===== config.mk =====
export PLATFORM = sky130hd
export DESIGN_NAME = mbe_queue
export DESIGN_NICKNAME = d
export VERILOG_FILES = /design/src/design/mbe_pkg.sv /design/src/design/mbe_queue.sv
export VERILOG_INCLUDE_DIRS = /design/src /design/src/design
export SDC_FILE = /design/constraint.sdc
export NUM_CORES = 1
export LEC_CHECK = 0
export BUFFER_PORTS_ARGS = -buffer_cell sky130_fd_sc_hd__buf_2
export CAP_MARGIN = 5
export CORE_ASPECT_RATIO = 0.8
export CORE_MARGIN = 3
export CORE_UTILIZATION = 52
export CTS_CLUSTER_SIZE = 24
export DETAILED_ROUTE_END_ITERATION = 10
export GPL_TIMING_DRIVEN = 0
export HOLD_SLACK_MARGIN = 0.02
export PLACE_DENSITY = 0.79
export SLEW_MARGIN = 20
export SYNTH_ARGS = -nofsm -noshare
export SYNTH_HDL_FRONTEND = slang
export SYNTH_SLANG_ARGS = --single-unit

===== constraint.sdc =====
create_clock -name i_clk -period 6.9 [get_ports i_clk]
set_input_delay 2.07 -clock i_clk [delete_from_list [all_inputs] [get_ports i_clk]]
set_output_delay 2.07 -clock i_clk [all_outputs]
set_load 0.02 [all_outputs]

===== src/design/assert_macros.svh =====
// assertion macros shared by the escape-time design files
`ifndef ASSERT_MACROS_SVH
`define ASSERT_MACROS_SVH

// clocked property check, off while reset is held
`define ASSERT_CLK(label, prop, msg) \
    label: assert property (@(posedge i_clk) disable iff (!i_rst_n) prop) \
        else $error(msg);

// condition that must never be seen at a clock edge
`define ASSERT_NEVER(label, expr, msg) \
    `ASSERT_CLK(label, !(expr), msg)

`endif


===== src/design/mbe_pkg.sv =====
// shared types, constants and helpers for the escape-time evaluator
`timescale 1ns / 1ps

package mbe_pkg;

    // number formats
    localparam int FRAC_BITS  = 28;
    localparam int COORD_BITS = 12;
    localparam int ITER_BITS  = 16;
    localparam int FIX_W      = 32;

    // configuration port
    localparam int CFG_IDX_W  = 3;
    localparam int CFG_DATA_W = 32;

    // cardioid test widths
    localparam int CARD_G     = (FRAC_BITS < 28) ? FRAC_BITS : 28;
    localparam int CARD_SHIFT = FRAC_BITS - CARD_G;
    localparam int XQ_W       = CARD_G + 3;
    localparam int Y_W        = CARD_G + 2;
    localparam int SQ_W       = 2 * XQ_W;
    localparam int Y2_W       = 2 * Y_W;
    localparam int Q_W        = CARD_G + 3;
    localparam int QX_W       = CARD_G + 4;
    localparam int LHS_W      = Q_W + QX_W;

    // saturation helper input width
    localparam int SAT_IN_W   = FIX_W + COORD_BITS + 4;

    // queue between front and back
    localparam int QUEUE_DEPTH = 2;
    localparam int QPTR_W      = (QUEUE_DEPTH > 1) ? $clog2(QUEUE_DEPTH) : 1;
    localparam int QCNT_W      = $clog2(QUEUE_DEPTH + 1);

    // signed range limits
    localparam longint FIX_MAX_L = (longint'(1) << (FIX_W - 1)) - 1;
    localparam longint FIX_MIN_L = -(longint'(1) << (FIX_W - 1));
    localparam logic signed [SAT_IN_W-1:0] SAT_HI = SAT_IN_W'(FIX_MAX_L);
    localparam logic signed [SAT_IN_W-1:0] SAT_LO = SAT_IN_W'(FIX_MIN_L);

    // register reset values
    localparam logic [FIX_W-1:0]     RST_REAL_ORIGIN = FIX_W'(-64'sd536870912);
    localparam logic [FIX_W-1:0]     RST_IMAG_ORIGIN = FIX_W'(-64'sd268435456);
    localparam logic [FIX_W-1:0]     RST_REAL_STEP   = FIX_W'(64'sd1006633);
    localparam logic [FIX_W-1:0]     RST_IMAG_STEP   = FIX_W'(64'sd894785);
    localparam logic [ITER_BITS-1:0] RST_MAX_ITER    = ITER_BITS'(64);

    // register indexes
    typedef enum logic [CFG_IDX_W-1:0] {
        CFG_REAL_ORIGIN = 3'd0,
        CFG_IMAG_ORIGIN = 3'd1,
        CFG_REAL_STEP   = 3'd2,
        CFG_IMAG_STEP   = 3'd3,
        CFG_MAX_ITER    = 3'd4
    } t_cfg_reg;

    // register file contents
    typedef struct packed {
        logic [FIX_W-1:0]     real_origin;
        logic [FIX_W-1:0]     imag_origin;
        logic [FIX_W-1:0]     real_step;
        logic [FIX_W-1:0]     imag_step;
        logic [ITER_BITS-1:0] max_iter;
    } t_cfg;

    // input item
    typedef struct packed {
        logic [COORD_BITS-1:0] pixel_x;
        logic [COORD_BITS-1:0] pixel_y;
    } t_pix_in;

    // result item
    typedef struct packed {
        logic [ITER_BITS-1:0]  iter_count;
        logic [COORD_BITS-1:0] out_x;
        logic [COORD_BITS-1:0] out_y;
    } t_pix_out;

    // classified point handed from front to back
    typedef struct packed {
        logic [COORD_BITS-1:0] pixel_x;
        logic [COORD_BITS-1:0] pixel_y;
        logic [FIX_W-1:0]      c_re;
        logic [FIX_W-1:0]      c_im;
        logic                  in_card;
    } t_job;

    // front sequencer
    typedef enum logic [2:0] {
        F_IDLE,
        F_PROD,
        F_MAP,
        F_SQR,
        F_SUM,
        F_MUL,
        F_PUSH
    } t_front_state;

    // back sequencer
    typedef enum logic [1:0] {
        B_IDLE,
        B_MUL,
        B_STEP,
        B_RES
    } t_back_state;

    // clamp a wide signed value to the fixed-point range
    function automatic logic [FIX_W-1:0] sat_fix(input logic signed [SAT_IN_W-1:0] v);
        logic [FIX_W-1:0] res;
        if (v > SAT_HI) begin
            res = SAT_HI[FIX_W-1:0];
        end else if (v < SAT_LO) begin
            res = SAT_LO[FIX_W-1:0];
        end else begin
            res = v[FIX_W-1:0];
        end
        return res;
    endfunction

endpackage


===== src/design/mbe_queue.sv =====
// short queue of classified points between front and back
`timescale 1ns / 1ps
`include "assert_macros.svh"

module mbe_queue (
    input  logic          i_clk,
    input  logic          i_rst_n,
    input  logic          i_push,
    input  mbe_pkg::t_job i_data,
    output logic          o_full,
    input  logic          i_pop,
    output logic          o_empty,
    output mbe_pkg::t_job o_data
);
    import mbe_pkg::*;

    t_job              r_mem [QUEUE_DEPTH];
    logic [QPTR_W-1:0] r_wr_ptr, r_rd_ptr;
    logic [QCNT_W-1:0] r_count;
    logic              w_wr, w_rd;

    // status and read port
    always_comb begin
        o_full  = (r_count == QCNT_W'(QUEUE_DEPTH));
        o_empty = (r_count == '0);
        w_wr    = i_push && !o_full;
        w_rd    = i_pop && !o_empty;
        o_data  = r_mem[r_rd_ptr];
    end

    // pointers and fill level
    always_ff @(posedge i_clk) begin
        if (!i_rst_n) begin
            r_wr_ptr <= '0;
            r_rd_ptr <= '0;
            r_count  <= '0;
        end else begin
            if (w_wr) begin
                r_wr_ptr <= (r_wr_ptr == QPTR_W'(QUEUE_DEPTH - 1)) ? '0 : r_wr_ptr + QPTR_W'(1);
            end
            if (w_rd) begin
                r_rd_ptr <= (r_rd_ptr == QPTR_W'(QUEUE_DEPTH - 1)) ? '0 : r_rd_ptr + QPTR_W'(1);
            end
            if (w_wr && !w_rd) begin
                r_count <= r_count + QCNT_W'(1);
            end else if (w_rd && !w_wr) begin
                r_count <= r_count - QCNT_W'(1);
            end
        end
    end

    // storage
    always_ff @(posedge i_clk) begin
        if (w_wr) begin
            r_mem[r_wr_ptr] <= i_data;
        end
    end

    `ASSERT_NEVER(a_no_overflow, i_push && o_full, "push into full queue")
    `ASSERT_NEVER(a_no_underflow, i_pop && o_empty, "pop from empty queue")

endmodule


==> summary.txt, run 1 <==
Status
  • Result of the run: completed

Critical path
  • Reg-to-reg startpoint: r_count[0]$_SDFFE_PN0P_
  • Slowest Stage Delay on Critical Path: 320 ps
  • CP Class: reg -> out
  • Critical Path Sink Type: output port
  • Worst path most repeated cell: sky130_fd_sc_hd__buf_6
  • Cells along the critical path: buf_6 -> buf_6 -> buf_6 -> mux2_4 -> buf_2
  • Largest fanout on the critical path: 10
  • Highest-delay cell along the critical path: sky130_fd_sc_hd__dfxtp_1
  • Worst path top cell family by delay: buffers and inverters
  • Crit path launch type: flip-flop
  • Required arrival time at the worst endpoint: roughly 4800 ps
  • Arrival time at the worst endpoint: between 1500 and 2000 ps
  • Worst path buffer plus inverter count: 4

Power and ir drop
  • Portion of total power attributed to combinational logic: around 28%
  • Fraction of power consumed by the clock network: roughly 30%
  • Sequential fraction of design power: 42.1%
  • Switching part of the total: between 20% and 30%
  • Power density over the cells: between 300 and 400 mW/mm^2
  • PnR Total Power: 3400 uW
  • Total internal power: about 2400 uW
  • P_sw: approximately 970 uW
  • Worst IR Drop VDD: 0.220 mV
  • Reported leakage power: about 0.0033 uW

Route
  • Per-cell via count in the routed design: between 4 and 5
  • Detailed route wirelength on metal3: roughly 1.1 mm
  • DRC: 0
  • Initial DRT Pass Iterations: 4
  • Total via count in the routed design: 3471
  • Sum of met2 wire segment lengths after detailed routing: between 6 and 7 mm
  • Iter 0 DRT Violations: 231
  • WL met1: about 4.7 mm
  • Highest metal layer with signal wires: met5
  • Mean routed wirelength per cell: 17.2 um
  • Drt total wl: 12.0 mm
  • Post-detailed-route count of antenna-violating nets: 0

Logic synthesis
  • Synthesized Nets: 396
  • Cells after synthesis: roughly 300
  • Syn Std Cell Area: between 0.006 and 0.007 sq mm
  • Number of different library cells in the post-synthesis netlist: 22
  • Mean cell area of the mapped netlist: about 22 sq um
  • Number of flops mapped to enable cells by yosys: about 180
  • FFs w/ async S/R, synth: 0%
  • Synth Flop Type: sky130_fd_sc_hd__edfxtp_1
  • Number of warning messages in the yosys log: 0
  • Portion of the post-synthesis area used by sequential elements: about four fifths
  • Flops & latches, synth: between 150 and 200

Floorplan
  • Number of I/O pins: ~180
  • Overall die area: between 0.01 and 0.015 sq mm
  • Die Span Y: roughly 110 um
  • X dimension of the die: 133 um
  • Floorplan core area: approximately 0.012 sq mm
  • Initial core utilization: between 50% and 60%
  • Standard-cell rows: 36

Placement
  • Detailed Place HPWL: approximately 8.3 mm
  • Number of cells after detailed placement: 663
  • Worst setup slack before clock tree synthesis: 3320 ps
  • Placer Congestion: between 0.7 and 0.8
  • Input/output buffers: approximately 180

STA
  • Slew at the pin closest to its max-slew limit: approximately 580 ps
  • Fin. max-slew vios: 0
  • Hold slack: 551 ps
  • Setup repair after global routing missed its margin: false
  • Final period utilization: 55.2%
  • Hold violation count in the final report: 0
  • Worst-case headroom to the max-slew limit: between 60 and 70%
  • Final clock skew: between 8 and 9 ps
  • Worst path setup slack after routing: 3090 ps
  • Max Clock Freq: approximately 260 MHz
  • Final setup violation count: 0
  • Shortest period the worst path allows: 3810 ps

GRT
  • Largest net degree at the start of global routing: between 50 and 60
  • Vias in the first global route: between 3000 and 4000
  • Global-route wire length before repair: 18.6 mm
  • Antenna violations before repair: 1
  • Leftover overflow at the end of global routing: 0
  • Aggregate global-route resource usage: between 10% and 20%

Clocking
  • Post-CTS setup repair buffer count: 0
  • Cells resized by post-CTS repair: 0
  • Total number of H-tree levels: 4
  • Buffer levels on the longest clock path: 2
  • Clk Tree Root Cell: sky130_fd_sc_hd__clkbuf_16
  • Clock insertion delay at the later pin of the skew report: 420 ps
  • Reg clk slew, reported paths: roughly 60 ps
  • Number of sinks handled by clock tree synthesis: between 150 and 200
  • CTS Hold Bufs: 0
  • CTS tree: built
  • Number of buffers created by CTS: 17

Cells and area
  • Area of the multi-input gates: about 0.0012 sq mm
  • Area added between synthesis and finish: 28.7%
  • Layout cell share with drive strength beyond 1: 61.1%
  • Final cell count without fillers: between 600 and 700
  • Sequential Area: between 0.005 and 0.006 sq mm
  • Fill count: ~800
  • Count of nets after finishing: slightly above 600

Min path
  • Class of the worst hold path: reg -> reg
  • Start point of the worst min-delay path: r_count[1]$_SDFFE_PN0P_

Run
  • Max_cap viols: 0
## power groups by stage
| stage | clock [uW] | sequential (uW) | combinational [uW] |
|---|---|---|---|
| after detailed placement | 0 | 1460 | 960 |
| after global placement | 0 | 1470 | 898 |
| after floorplan | 0 | 1460 | 634 |
| after CTS | 1050 | 1430 | 966 |
| final | 1020 | 1430 | 951 |
| after global routing | 1090 | 1440 | 1020 |
## cells in the mapped netlist, types with 2 or more instances
master,n,share of area (%)
sky130_fd_sc_hd__xnor2_1,2,0.26
sky130_fd_sc_hd__mux2_2,79,13
sky130_fd_sc_hd__dfxtp_1,5,1.5
sky130_fd_sc_hd__buf_6,3,0.51
sky130_fd_sc_hd__nor2_1,2,0.11
sky130_fd_sc_hd__and2_1,3,0.28
sky130_fd_sc_hd__edfxtp_1,178,80
sky130_fd_sc_hd__buf_2,7,0.52
sky130_fd_sc_hd__mux2_4,10,2.2
## state kept, by name, summed over array words and instances (netlist names), named ones only
register and count:
r_wr_ptr 1, r_count 2, r_rd_ptr 1, r_mem 178
## through the flow
stage	TNS (ps)	util [%]	cell area, sq um
3_3_place_gp	-100390	63.1	7820
3_5_place_dp	0	64.4	7970
2_1_floorplan	0	-	6690
6_report	0	69.5	8610
4_1_cts	0	69.5	8600
5_1_grt	0	69.5	8600
## tightest hold or removal path, cell delays in order (launching register included)
cell	delay, ps
sky130_fd_sc_hd__dfxtp_1	350
sky130_fd_sc_hd__o21ai_0	90
sky130_fd_sc_hd__a21boi_1	70
## routing by layer
metal	track usage [%]	up-vias
li1	-	1621
met1	19.9	1694
met5	0	-
met3	7.66	18
met2	28.9	136
met4	6.08	2
## placed cells by master, fill, tap and decap left out, drive strengths merged, types with 3 or more instances in the layout
| cell | count |
|---|---|
| buf | 200 |
| inv | 4 |
| clkinv | 5 |
| bufinv | 5 |
| clkbuf | 19 |
| mux2 | 89 |
| dfxtp | 5 |
| and2 | 3 |
| edfxtp | 178 |
## kinds of logic after synthesis
family                     after synthesis  share of synthesized area (%)
and+or+nand+nor                          9                          0.823
muxes                                   89                           15.5
buffers and inverters                   12                           1.14
DFF                                    183                           81.4
AOI/OAI and AO/OA                        5                          0.486
adders and majority gates                1                          0.187
xor gates and xnor gates                 3                          0.393
## final cells by class
class | count | area share (%)
buffer | 10 | 0.800
timing repair buffer | 190 | 12.3
inverter | 2 | 0.0872
sequential | 183 | 63.3
clock inverter | 13 | 2.33
antenna | 1 | 0.0291
tap | 171 | 2.49
clock buffer | 19 | 5.03
multi-input combinational | 107 | 13.7
## worst paths after layout
kind                                  end  slack [ps]  cells past startpoint
hold reg to reg   r_count[1]$_SDFFE_PN0P_         550                      2
setup reg to reg   r_mem[0][63]$_DFFE_PP_        4980                      6
hold / removal    r_count[1]$_SDFFE_PN0P_         550                      2
setup / recovery               o_data[64]        3090                      5
No activity file was read; power rests on OpenSTA's default activity.
==> run 2, diff against run 1 <==
==> constraint.sdc (replaced) <==
create_clock -name i_clk -period 3.87 [get_ports i_clk]
set_input_delay 1.161 -clock i_clk [delete_from_list [all_inputs] [get_ports i_clk]]
set_output_delay 1.161 -clock i_clk [all_outputs]
set_load 0.02 [all_outputs]
==> run 2 against run 1 <==
Against the previous run: hold slack gained 18 ps; sequential cell count is the same; cell count shrank 0.14%; critical path depth shrank 1; clock power grew 60%; critical path type unchanged; largest power group unchanged; highest routed layer is now met4.
==> summary.txt, run 2 (synthesis gave the netlist of run 1 again) <==
Route
  • Mean routed wirelength per cell: 17.7 um (was 17.2 um)
  • Sum of met2 wire segment lengths after detailed routing: 5.94 mm (was 6.01 mm)
  • Initial DRT Pass Iterations: 4 (unchanged)
  • Detailed route wirelength on metal3: 1.18 mm (was 1.07 mm)
  • DRC: 0 (unchanged)
  • Highest metal layer with signal wires: met4 (was met5)
  • Post-detailed-route count of antenna-violating nets: 0 (unchanged)
  • Per-cell via count in the routed design: 4.94 (was 4.99)
  • Drt total wl: 12.3 mm (was 12.0 mm)
  • WL met1: 5.05 mm (was 4.70 mm)
  • Iter 0 DRT Violations: 222 (was 231)
  • Total via count in the routed design: 3434 (was 3471)

Critical path
  • Arrival time at the worst endpoint: 1720 ps (was 1740 ps)
  • Worst path most repeated cell: sky130_fd_sc_hd__buf_2 (was sky130_fd_sc_hd__buf_6)
  • Critical Path Sink Type: output port (unchanged)
  • Cells along the critical path: buf_6 -> buf_2 -> mux2_2 -> buf_2 (was buf_6 -> buf_6 -> buf_6 -> mux2_4 -> buf_2)
  • Crit path launch type: flip-flop (unchanged)
  • Highest-delay cell along the critical path: sky130_fd_sc_hd__mux2_2 (was sky130_fd_sc_hd__dfxtp_1)
  • CP Class: reg -> out (unchanged)
  • Slowest Stage Delay on Critical Path: 380 ps (was 320 ps)
  • Worst path buffer plus inverter count: 3 (was 4)
  • Worst path top cell family by delay: buffers and inverters (unchanged)
  • Largest fanout on the critical path: 10 (unchanged)
  • Required arrival time at the worst endpoint: 2710 ps (was 4830 ps)
  • Reg-to-reg slack, setup: 1700 ps (was 4980 ps)

Status
  • Result of the run: completed (unchanged)

Clocking
  • Cells resized by post-CTS repair: 0 (unchanged)
  • CTS Hold Bufs: 0 (unchanged)
  • Number of buffers created by CTS: 17 (unchanged)
  • Post-CTS setup repair buffer count: 0 (unchanged)
  • Total number of H-tree levels: 4 (unchanged)
  • Number of sinks handled by clock tree synthesis: 183 (unchanged)
  • Buffer levels on the longest clock path: 2 (unchanged)
  • Clk Tree Root Cell: sky130_fd_sc_hd__clkbuf_16 (unchanged)
  • CTS tree: built (unchanged)
  • Reg clk slew, reported paths: 60 ps (about the same)
  • Clock insertion delay at the later pin of the skew report: 410 ps (was 420 ps)

Power and ir drop
  • PnR Total Power: 5880 uW (was 3400 uW)
  • Fraction of power consumed by the clock network: 27.8% (was 30.0%)
  • P_sw: 1740 uW (was 966 uW)
  • Total internal power: 4140 uW (was 2440 uW)
  • Power density over the cells: 691 mW/mm^2 (was 396 mW/mm^2)
  • Portion of total power attributed to combinational logic: 28.8% (was 27.9%)
  • Reported leakage power: 0.00322 uW (was 0.00327 uW)
  • Switching part of the total: 29.6% (was 28.4%)
  • Worst IR Drop VDD: 0.451 mV (was 0.220 mV)
  • Sequential fraction of design power: 43.4% (was 42.1%)

Cells and area
  • Layout cell share with drive strength beyond 1: 60.9% (was 61.1%)
  • Most common library cell in the layout ignoring fill and taps: sky130_fd_sc_hd__buf_2 (unchanged)
  • Area added between synthesis and finish: 27.4% (was 28.7%)
  • Fill count: 805 (was 797)
  • Highest-count cells in the layout ignoring fill and taps: sky130_fd_sc_hd__buf_2 (190), sky130_fd_sc_hd__edfxtp_1 (178), sky130_fd_sc_hd__mux2_2 (79) (unchanged)
  • Count of nets after finishing: 605 (unchanged)
  • Regs by FF count: r_mem: 178 flops, r_count: 2 flops (unchanged)
  • Reg with most FFs: r_mem (unchanged)
  • Area of the multi-input gates: 0.00118 sq mm (unchanged)
  • Number of inserted diodes: 0 (was 1)
  • Sequential Area: 0.00545 sq mm (unchanged)
  • Fraction of the core area covered by cells at the end of the flow: 68.8% (was 69.5%)
  • Flip-flop count of the largest register, all copies and words added: 178 (unchanged)

STA
  • Final period utilization: between 70% and 80%
  • Hold slack: 569 ps (was 551 ps)
  • Slew at the pin closest to its max-slew limit: 684 ps (was 579 ps)
  • Setup repair after global routing missed its margin: false (unchanged)
  • Final clock skew: 7.53 ps (was 8.61 ps)
  • Hold violation count in the final report: 0 (unchanged)
  • Shortest period the worst path allows: 2880 ps
  • Max Clock Freq: approximately 350 MHz
  • Final setup violation count: 0 (unchanged)
  • Total negative setup slack: 0 ps (unchanged)
  • Fin. max-slew vios: 0 (unchanged)
  • Worst-case headroom to the max-slew limit: 54.2% (was 61.4%)

GRT
  • Global-route wire length before repair: 18.8 mm (was 18.6 mm)
  • Antenna violations before repair: 0 (was 1)
  • Leftover overflow at the end of global routing: 0 (unchanged)
  • Aggregate global-route resource usage: 17.5% (was 17.3%)
  • Largest net degree at the start of global routing: 50 (was 52)
  • Vias in the first global route: 3665 (was 3669)

Floorplan
  • X dimension of the die: 133 um (unchanged)
  • Number of I/O pins: 184 (unchanged)
  • Standard-cell rows: 36 (unchanged)
  • Floorplan core area: 0.0124 sq mm (unchanged)
  • Die Span Y: 107 um (unchanged)
  • Initial core utilization: 54.0% (unchanged)
  • Overall die area: 0.0143 sq mm (unchanged)

Min path
  • Class of the worst hold path: reg -> reg (unchanged)

Placement
  • Input/output buffers: 183 (unchanged)
  • Detailed Place HPWL: 8.54 mm (was 8.28 mm)
  • Placer Congestion: 0.717 (was 0.719)

Run
  • Max_cap viols: 0 (unchanged)
[run 2: worst register-to-register path, delay by kind of cell, from the launching register on]
kind,cells,cell delay (ps)
simple gates,2,730
buf+inv,4,710
flops,1,420
[run 2: through the flow]
step | instances | setup slack, ps | instance area [sq um]
floorplan | 302 | 51.1 | 6690
global placement | 656 | -1030 | 7820
detailed placement | 663 | 953 | 7960
CTS | 695 | 930 | 8520
global route | 695 | 898 | 8520
finish | 695 | 992 | 8520
[run 2: layout make-up]
| cell class | instances | share of cell area (%) |
|---|---|---|
| Inverter | 2 | 0.0881 |
| Timing Repair Buffer | 190 | 12.2 |
| Clock buffer | 19 | 5.08 |
| Tap cell | 171 | 2.51 |
| Sequential cell | 183 | 63.9 |
| Multi-Input combinational cell | 107 | 13.8 |
| Buffer | 10 | 0.808 |
| Clock inverter | 13 | 1.53 |
[run 2: path summary, 6_finish.rpt]
| path | from | to | cells past startpoint |
|---|---|---|---|
| hold / removal | r_count[1]$_SDFFE_PN0P_ | r_count[1]$_SDFFE_PN0P_ | 2 |
| setup reg to reg | r_count[0]$_SDFFE_PN0P_ | r_mem[0][27]$_DFFE_PP_ | 6 |
| hold reg to reg | r_count[1]$_SDFFE_PN0P_ | r_count[1]$_SDFFE_PN0P_ | 2 |
| setup / recovery | flip-flop | o_data[51] | 4 |
[run 2: routing by layer]
| metal | GRT usage [%] | vias up |
|---|---|---|
| li1 | - | 1614 |
| met1 | 20.6 | 1674 |
| met2 | 28.7 | 138 |
| met3 | 8.32 | 8 |
| met4 | 5.42 | 0 |
| met5 | 0 | - |
[run 2: power by group through the flow]
stage	Sequential, uW	Combinational, uW	Clock, uW
after floorplan	2590	1130	0
after global placement	2610	1610	0
after detailed placement	2600	1710	0
after CTS	2560	1720	1670
after global routing	2580	1810	1750
final	2560	1690	1630
==> run 3, diff against run 2 <==
--- a/config.mk
+++ b/config.mk
@@ -10,12 +10,12 @@
 export CAP_MARGIN = 5
 export CORE_ASPECT_RATIO = 0.8
 export CORE_MARGIN = 3
-export CORE_UTILIZATION = 52
+export CORE_UTILIZATION = 47
 export CTS_CLUSTER_SIZE = 24
 export DETAILED_ROUTE_END_ITERATION = 10
 export GPL_TIMING_DRIVEN = 0
 export HOLD_SLACK_MARGIN = 0.02
-export PLACE_DENSITY = 0.79
+export PLACE_DENSITY = 0.76
 export SLEW_MARGIN = 20
 export SYNTH_ARGS = -nofsm -noshare
 export SYNTH_HDL_FRONTEND = slang
==> constraint.sdc (replaced) <==
create_clock -name i_clk -period 2.36 [get_ports i_clk]
set_input_delay 0.708 -clock i_clk [delete_from_list [all_inputs] [get_ports i_clk]]
set_output_delay 0.708 -clock i_clk [all_outputs]
set_load 0.02 [all_outputs]
==> run 3 against run 2 <==
Against the previous run: non-clock buffer count is 4 higher; sequential power is 64% higher; total power is 67% higher; register-to-register slack worse by 1300 ps; die area is 10% higher; setup slack worse by 970 ps; first-iteration DRC count is 6.8% lower; combinational power is 82% higher.
==> summary.txt, run 3 (synthesis gave the netlist of run 1 again) <==
Clocking
  • Clk Tree Root Cell: sky130_fd_sc_hd__clkbuf_16 (unchanged)
  • CTS tree: built (unchanged)
  • Reg clk slew, reported paths: 60 ps (about the same)
  • Clock insertion delay at the later pin of the skew report: 420 ps (was 410 ps)
  • Buffer levels on the longest clock path: 2 (unchanged)
  • Number of sinks handled by clock tree synthesis: 183 (unchanged)
  • Total number of H-tree levels: 4 (unchanged)
  • Number of buffers created by CTS: 17 (unchanged)

Power and ir drop
  • P_sw: 2910 uW (was 1740 uW)
  • Reported leakage power: 0.00330 uW (was 0.00322 uW)
  • Portion of total power attributed to combinational logic: 31.3% (was 28.8%)
  • Total internal power: 6930 uW (was 4140 uW)
  • Worst IR Drop VDD: 0.734 mV (was 0.451 mV)
  • Power density over the cells: 1130 mW/mm^2 (was 691 mW/mm^2)
  • Sequential fraction of design power: 42.6% (was 43.4%)
  • Switching part of the total: 29.6% (about the same)
  • Fraction of power consumed by the clock network: 26.2% (was 27.8%)

Critical path
  • Reg-to-reg slack, setup: 360 ps (was 1700 ps)
  • Cells along the critical path: buf_12 -> buf_8 -> buf_4 -> mux2_2 -> buf_6 (was buf_6 -> buf_2 -> mux2_2 -> buf_2)
  • Arrival time at the worst endpoint: 1630 ps (was 1720 ps)
  • Critical Path Sink Type: output port (unchanged)
  • CP Class: reg -> out (unchanged)
  • Worst path buffer plus inverter count: 4 (was 3)
  • Highest-delay cell along the critical path: sky130_fd_sc_hd__dfxtp_2 (was sky130_fd_sc_hd__mux2_2)
  • Slowest Stage Delay on Critical Path: 340 ps (was 380 ps)
  • Largest fanout on the critical path: 8 (was 10)
  • Required arrival time at the worst endpoint: 1650 ps (was 2710 ps)
  • Crit path launch type: flip-flop (unchanged)
  • Worst path top cell family by delay: buffers and inverters (unchanged)

STA
  • Max Clock Freq: approximately 430 MHz
  • Final period utilization: about 100%
  • Total negative setup slack: 0 ps (unchanged)
  • Shortest period the worst path allows: ~2300 ps
  • Hold violation count in the final report: 0 (unchanged)
  • Slew at the pin closest to its max-slew limit: 606 ps (was 684 ps)
  • Fin. max-slew vios: 0 (unchanged)
  • Final clock skew: 6.45 ps (was 7.53 ps)
  • Final setup violation count: 0 (unchanged)
  • Worst-case headroom to the max-slew limit: 59.6% (was 54.2%)
  • Setup repair after global routing missed its margin: true (was false)

Placement
  • Input/output buffers: 183 (unchanged)
  • Detailed Place HPWL: 8.56 mm (was 8.54 mm)
  • Placer Congestion: 0.748 (was 0.717)
  • Number of cells after detailed placement: 672 (was 663)

Run
  • Max_cap viols: 0 (unchanged)

Floorplan
  • Die Span Y: 113 um (was 107 um)
  • X dimension of the die: 139 um (was 133 um)
  • Number of I/O pins: 184 (unchanged)
  • Overall die area: 0.0157 sq mm (was 0.0143 sq mm)
  • Initial core utilization: 48.7% (was 54.0%)
  • Standard-cell rows: 38 (was 36)
  • Floorplan core area: 0.0137 sq mm (was 0.0124 sq mm)

Route
  • DRC: 0 (unchanged)
  • Sum of met2 wire segment lengths after detailed routing: 6.28 mm (was 5.94 mm)
  • Mean routed wirelength per cell: 17.7 um (about the same)
  • Highest metal layer with signal wires: met4 (unchanged)
  • Post-detailed-route count of antenna-violating nets: 0 (unchanged)
  • Total via count in the routed design: 3489 (was 3434)
  • WL met1: 5.08 mm (was 5.05 mm)
  • Iter 0 DRT Violations: 207 (was 222)
  • Initial DRT Pass Iterations: 4 (unchanged)
  • Detailed route wirelength on metal3: 927 um (was 1.18 mm)
  • Drt total wl: 12.5 mm (was 12.3 mm)
  • Per-cell via count in the routed design: 4.93 (was 4.94)

Cells and area
  • Layout cell share with drive strength beyond 1: 61.6% (was 60.9%)
  • Flip-flop count of the largest register, all copies and words added: 178 (unchanged)
  • Reg with most FFs: r_mem (unchanged)
  • Most common library cell in the layout ignoring fill and taps: sky130_fd_sc_hd__edfxtp_1 (was sky130_fd_sc_hd__buf_2)
  • Highest-count cells in the layout ignoring fill and taps: sky130_fd_sc_hd__edfxtp_1 (178), sky130_fd_sc_hd__buf_2 (164), sky130_fd_sc_hd__mux2_2 (76) (was sky130_fd_sc_hd__buf_2 (190), sky130_fd_sc_hd__edfxtp_1 (178), sky130_fd_sc_hd__mux2_2 (79))
  • Count of nets after finishing: 609 (was 605)
  • Final cell count without fillers: 708 (was 695)
  • Area added between synthesis and finish: 30.8% (was 27.4%)
  • Regs by FF count: r_mem: 178 flops, r_count: 2 flops (unchanged)
  • Number of inserted diodes: 0 (unchanged)

GRT
  • Vias in the first global route: 3844 (was 3665)
  • Leftover overflow at the end of global routing: 0 (unchanged)
  • Aggregate global-route resource usage: 16.0% (was 17.5%)
  • Largest net degree at the start of global routing: 51 (was 50)
  • Global-route wire length before repair: 19.3 mm (was 18.8 mm)
  • Antenna violations before repair: 0 (unchanged)

Min path
  • Class of the worst hold path: in -> reg (was reg -> reg)

Status
  • Result of the run: completed (unchanged)
[run 3: cell types whose count changed in the layout (fill, tap and decap cells not counted), moves of 2 or more]
cell                     change
sky130_fd_sc_hd__mux2_2      -3
sky130_fd_sc_hd__mux2_4      +3
sky130_fd_sc_hd__buf_4       +6
sky130_fd_sc_hd__buf_12      +3
sky130_fd_sc_hd__buf_2      -26
sky130_fd_sc_hd__buf_6      +19
sky130_fd_sc_hd__buf_8       +2
[run 3: per-layer routing]
metal | vias to the layer above | track usage, %
li1 | 1627 | -
met1 | 1714 | 18.7
met2 | 128 | 26.9
met3 | 20 | 6.42
met4 | 0 | 6.32
met5 | - | 0
[run 3: final timing paths]
kind | depth (start not counted) | endpoint | startpoint
setup / recovery | 5 | o_data[68] | flip-flop
hold / removal | 1 | r_mem[1][84]$_DFFE_PP_ | i_data[84]
setup reg to reg | 6 | r_mem[0][4]$_DFFE_PP_ | r_count[0]$_SDFFE_PN0P_
hold reg to reg | 2 | r_count[1]$_SDFFE_PN0P_ | r_count[1]$_SDFFE_PN0P_
[run 3: repair_timing]
item	4_1_cts	5_1_grt
hold buffers	0	0
setup buffers	3	0
cloned	0	1
hold endpoints to repair	0	0
resized for setup	19	38
setup endpoints to repair	80	72
[run 3: per-stage QoR]
stage / util (%) / area, sq um / worst slack [ps] / hold slack, ps / power (uW)
5_1_grt: 63.6 / 8750 / -34.2 / 455 / 10300
6_report: 63.6 / 8750 / 19.6 / 475 / 9840
3_3_place_gp: 57.1 / 7850 / -2190 / 499 / 6920
2_1_floorplan: - / 6710 / -968 / 483 / 6110
4_1_cts: 62.6 / 8600 / -7.14 / 449 / 9770
3_5_place_dp: 58.0 / 7970 / 1.09 / 531 / 7050
[run 3: power by group through the flow]
stage / clock (uW) / sequential (uW) / combinational [uW]
finish: 2580 / 4190 / 3080
global route: 2800 / 4230 / 3270
CTS: 2650 / 4190 / 2930
detailed placement: 0 / 4260 / 2790
global placement: 0 / 4270 / 2640
floorplan: 0 / 4250 / 1860
[run 3: cell type report]
| type | instances | area (sq um) |
|---|---|---|
| clock inverters | 14 | 109 |
| clock buffers | 18 | 429 |
| repair buffers | 194 | 1210 |
| inverters | 2 | 20.0 |
| flip-flops and latches | 183 | 5450 |
| fillers | 998 | 4990 |
| multi-input cells | 107 | 1190 |
| well taps | 180 | 225 |
| plain buffers | 10 | 119 |
[run 3: worst register-to-register path, delay by kind of cell, from the launching register on]
kind	cells	cell delay (ps)
buf+inv	4	680
simple gates	2	610
flops	1	410
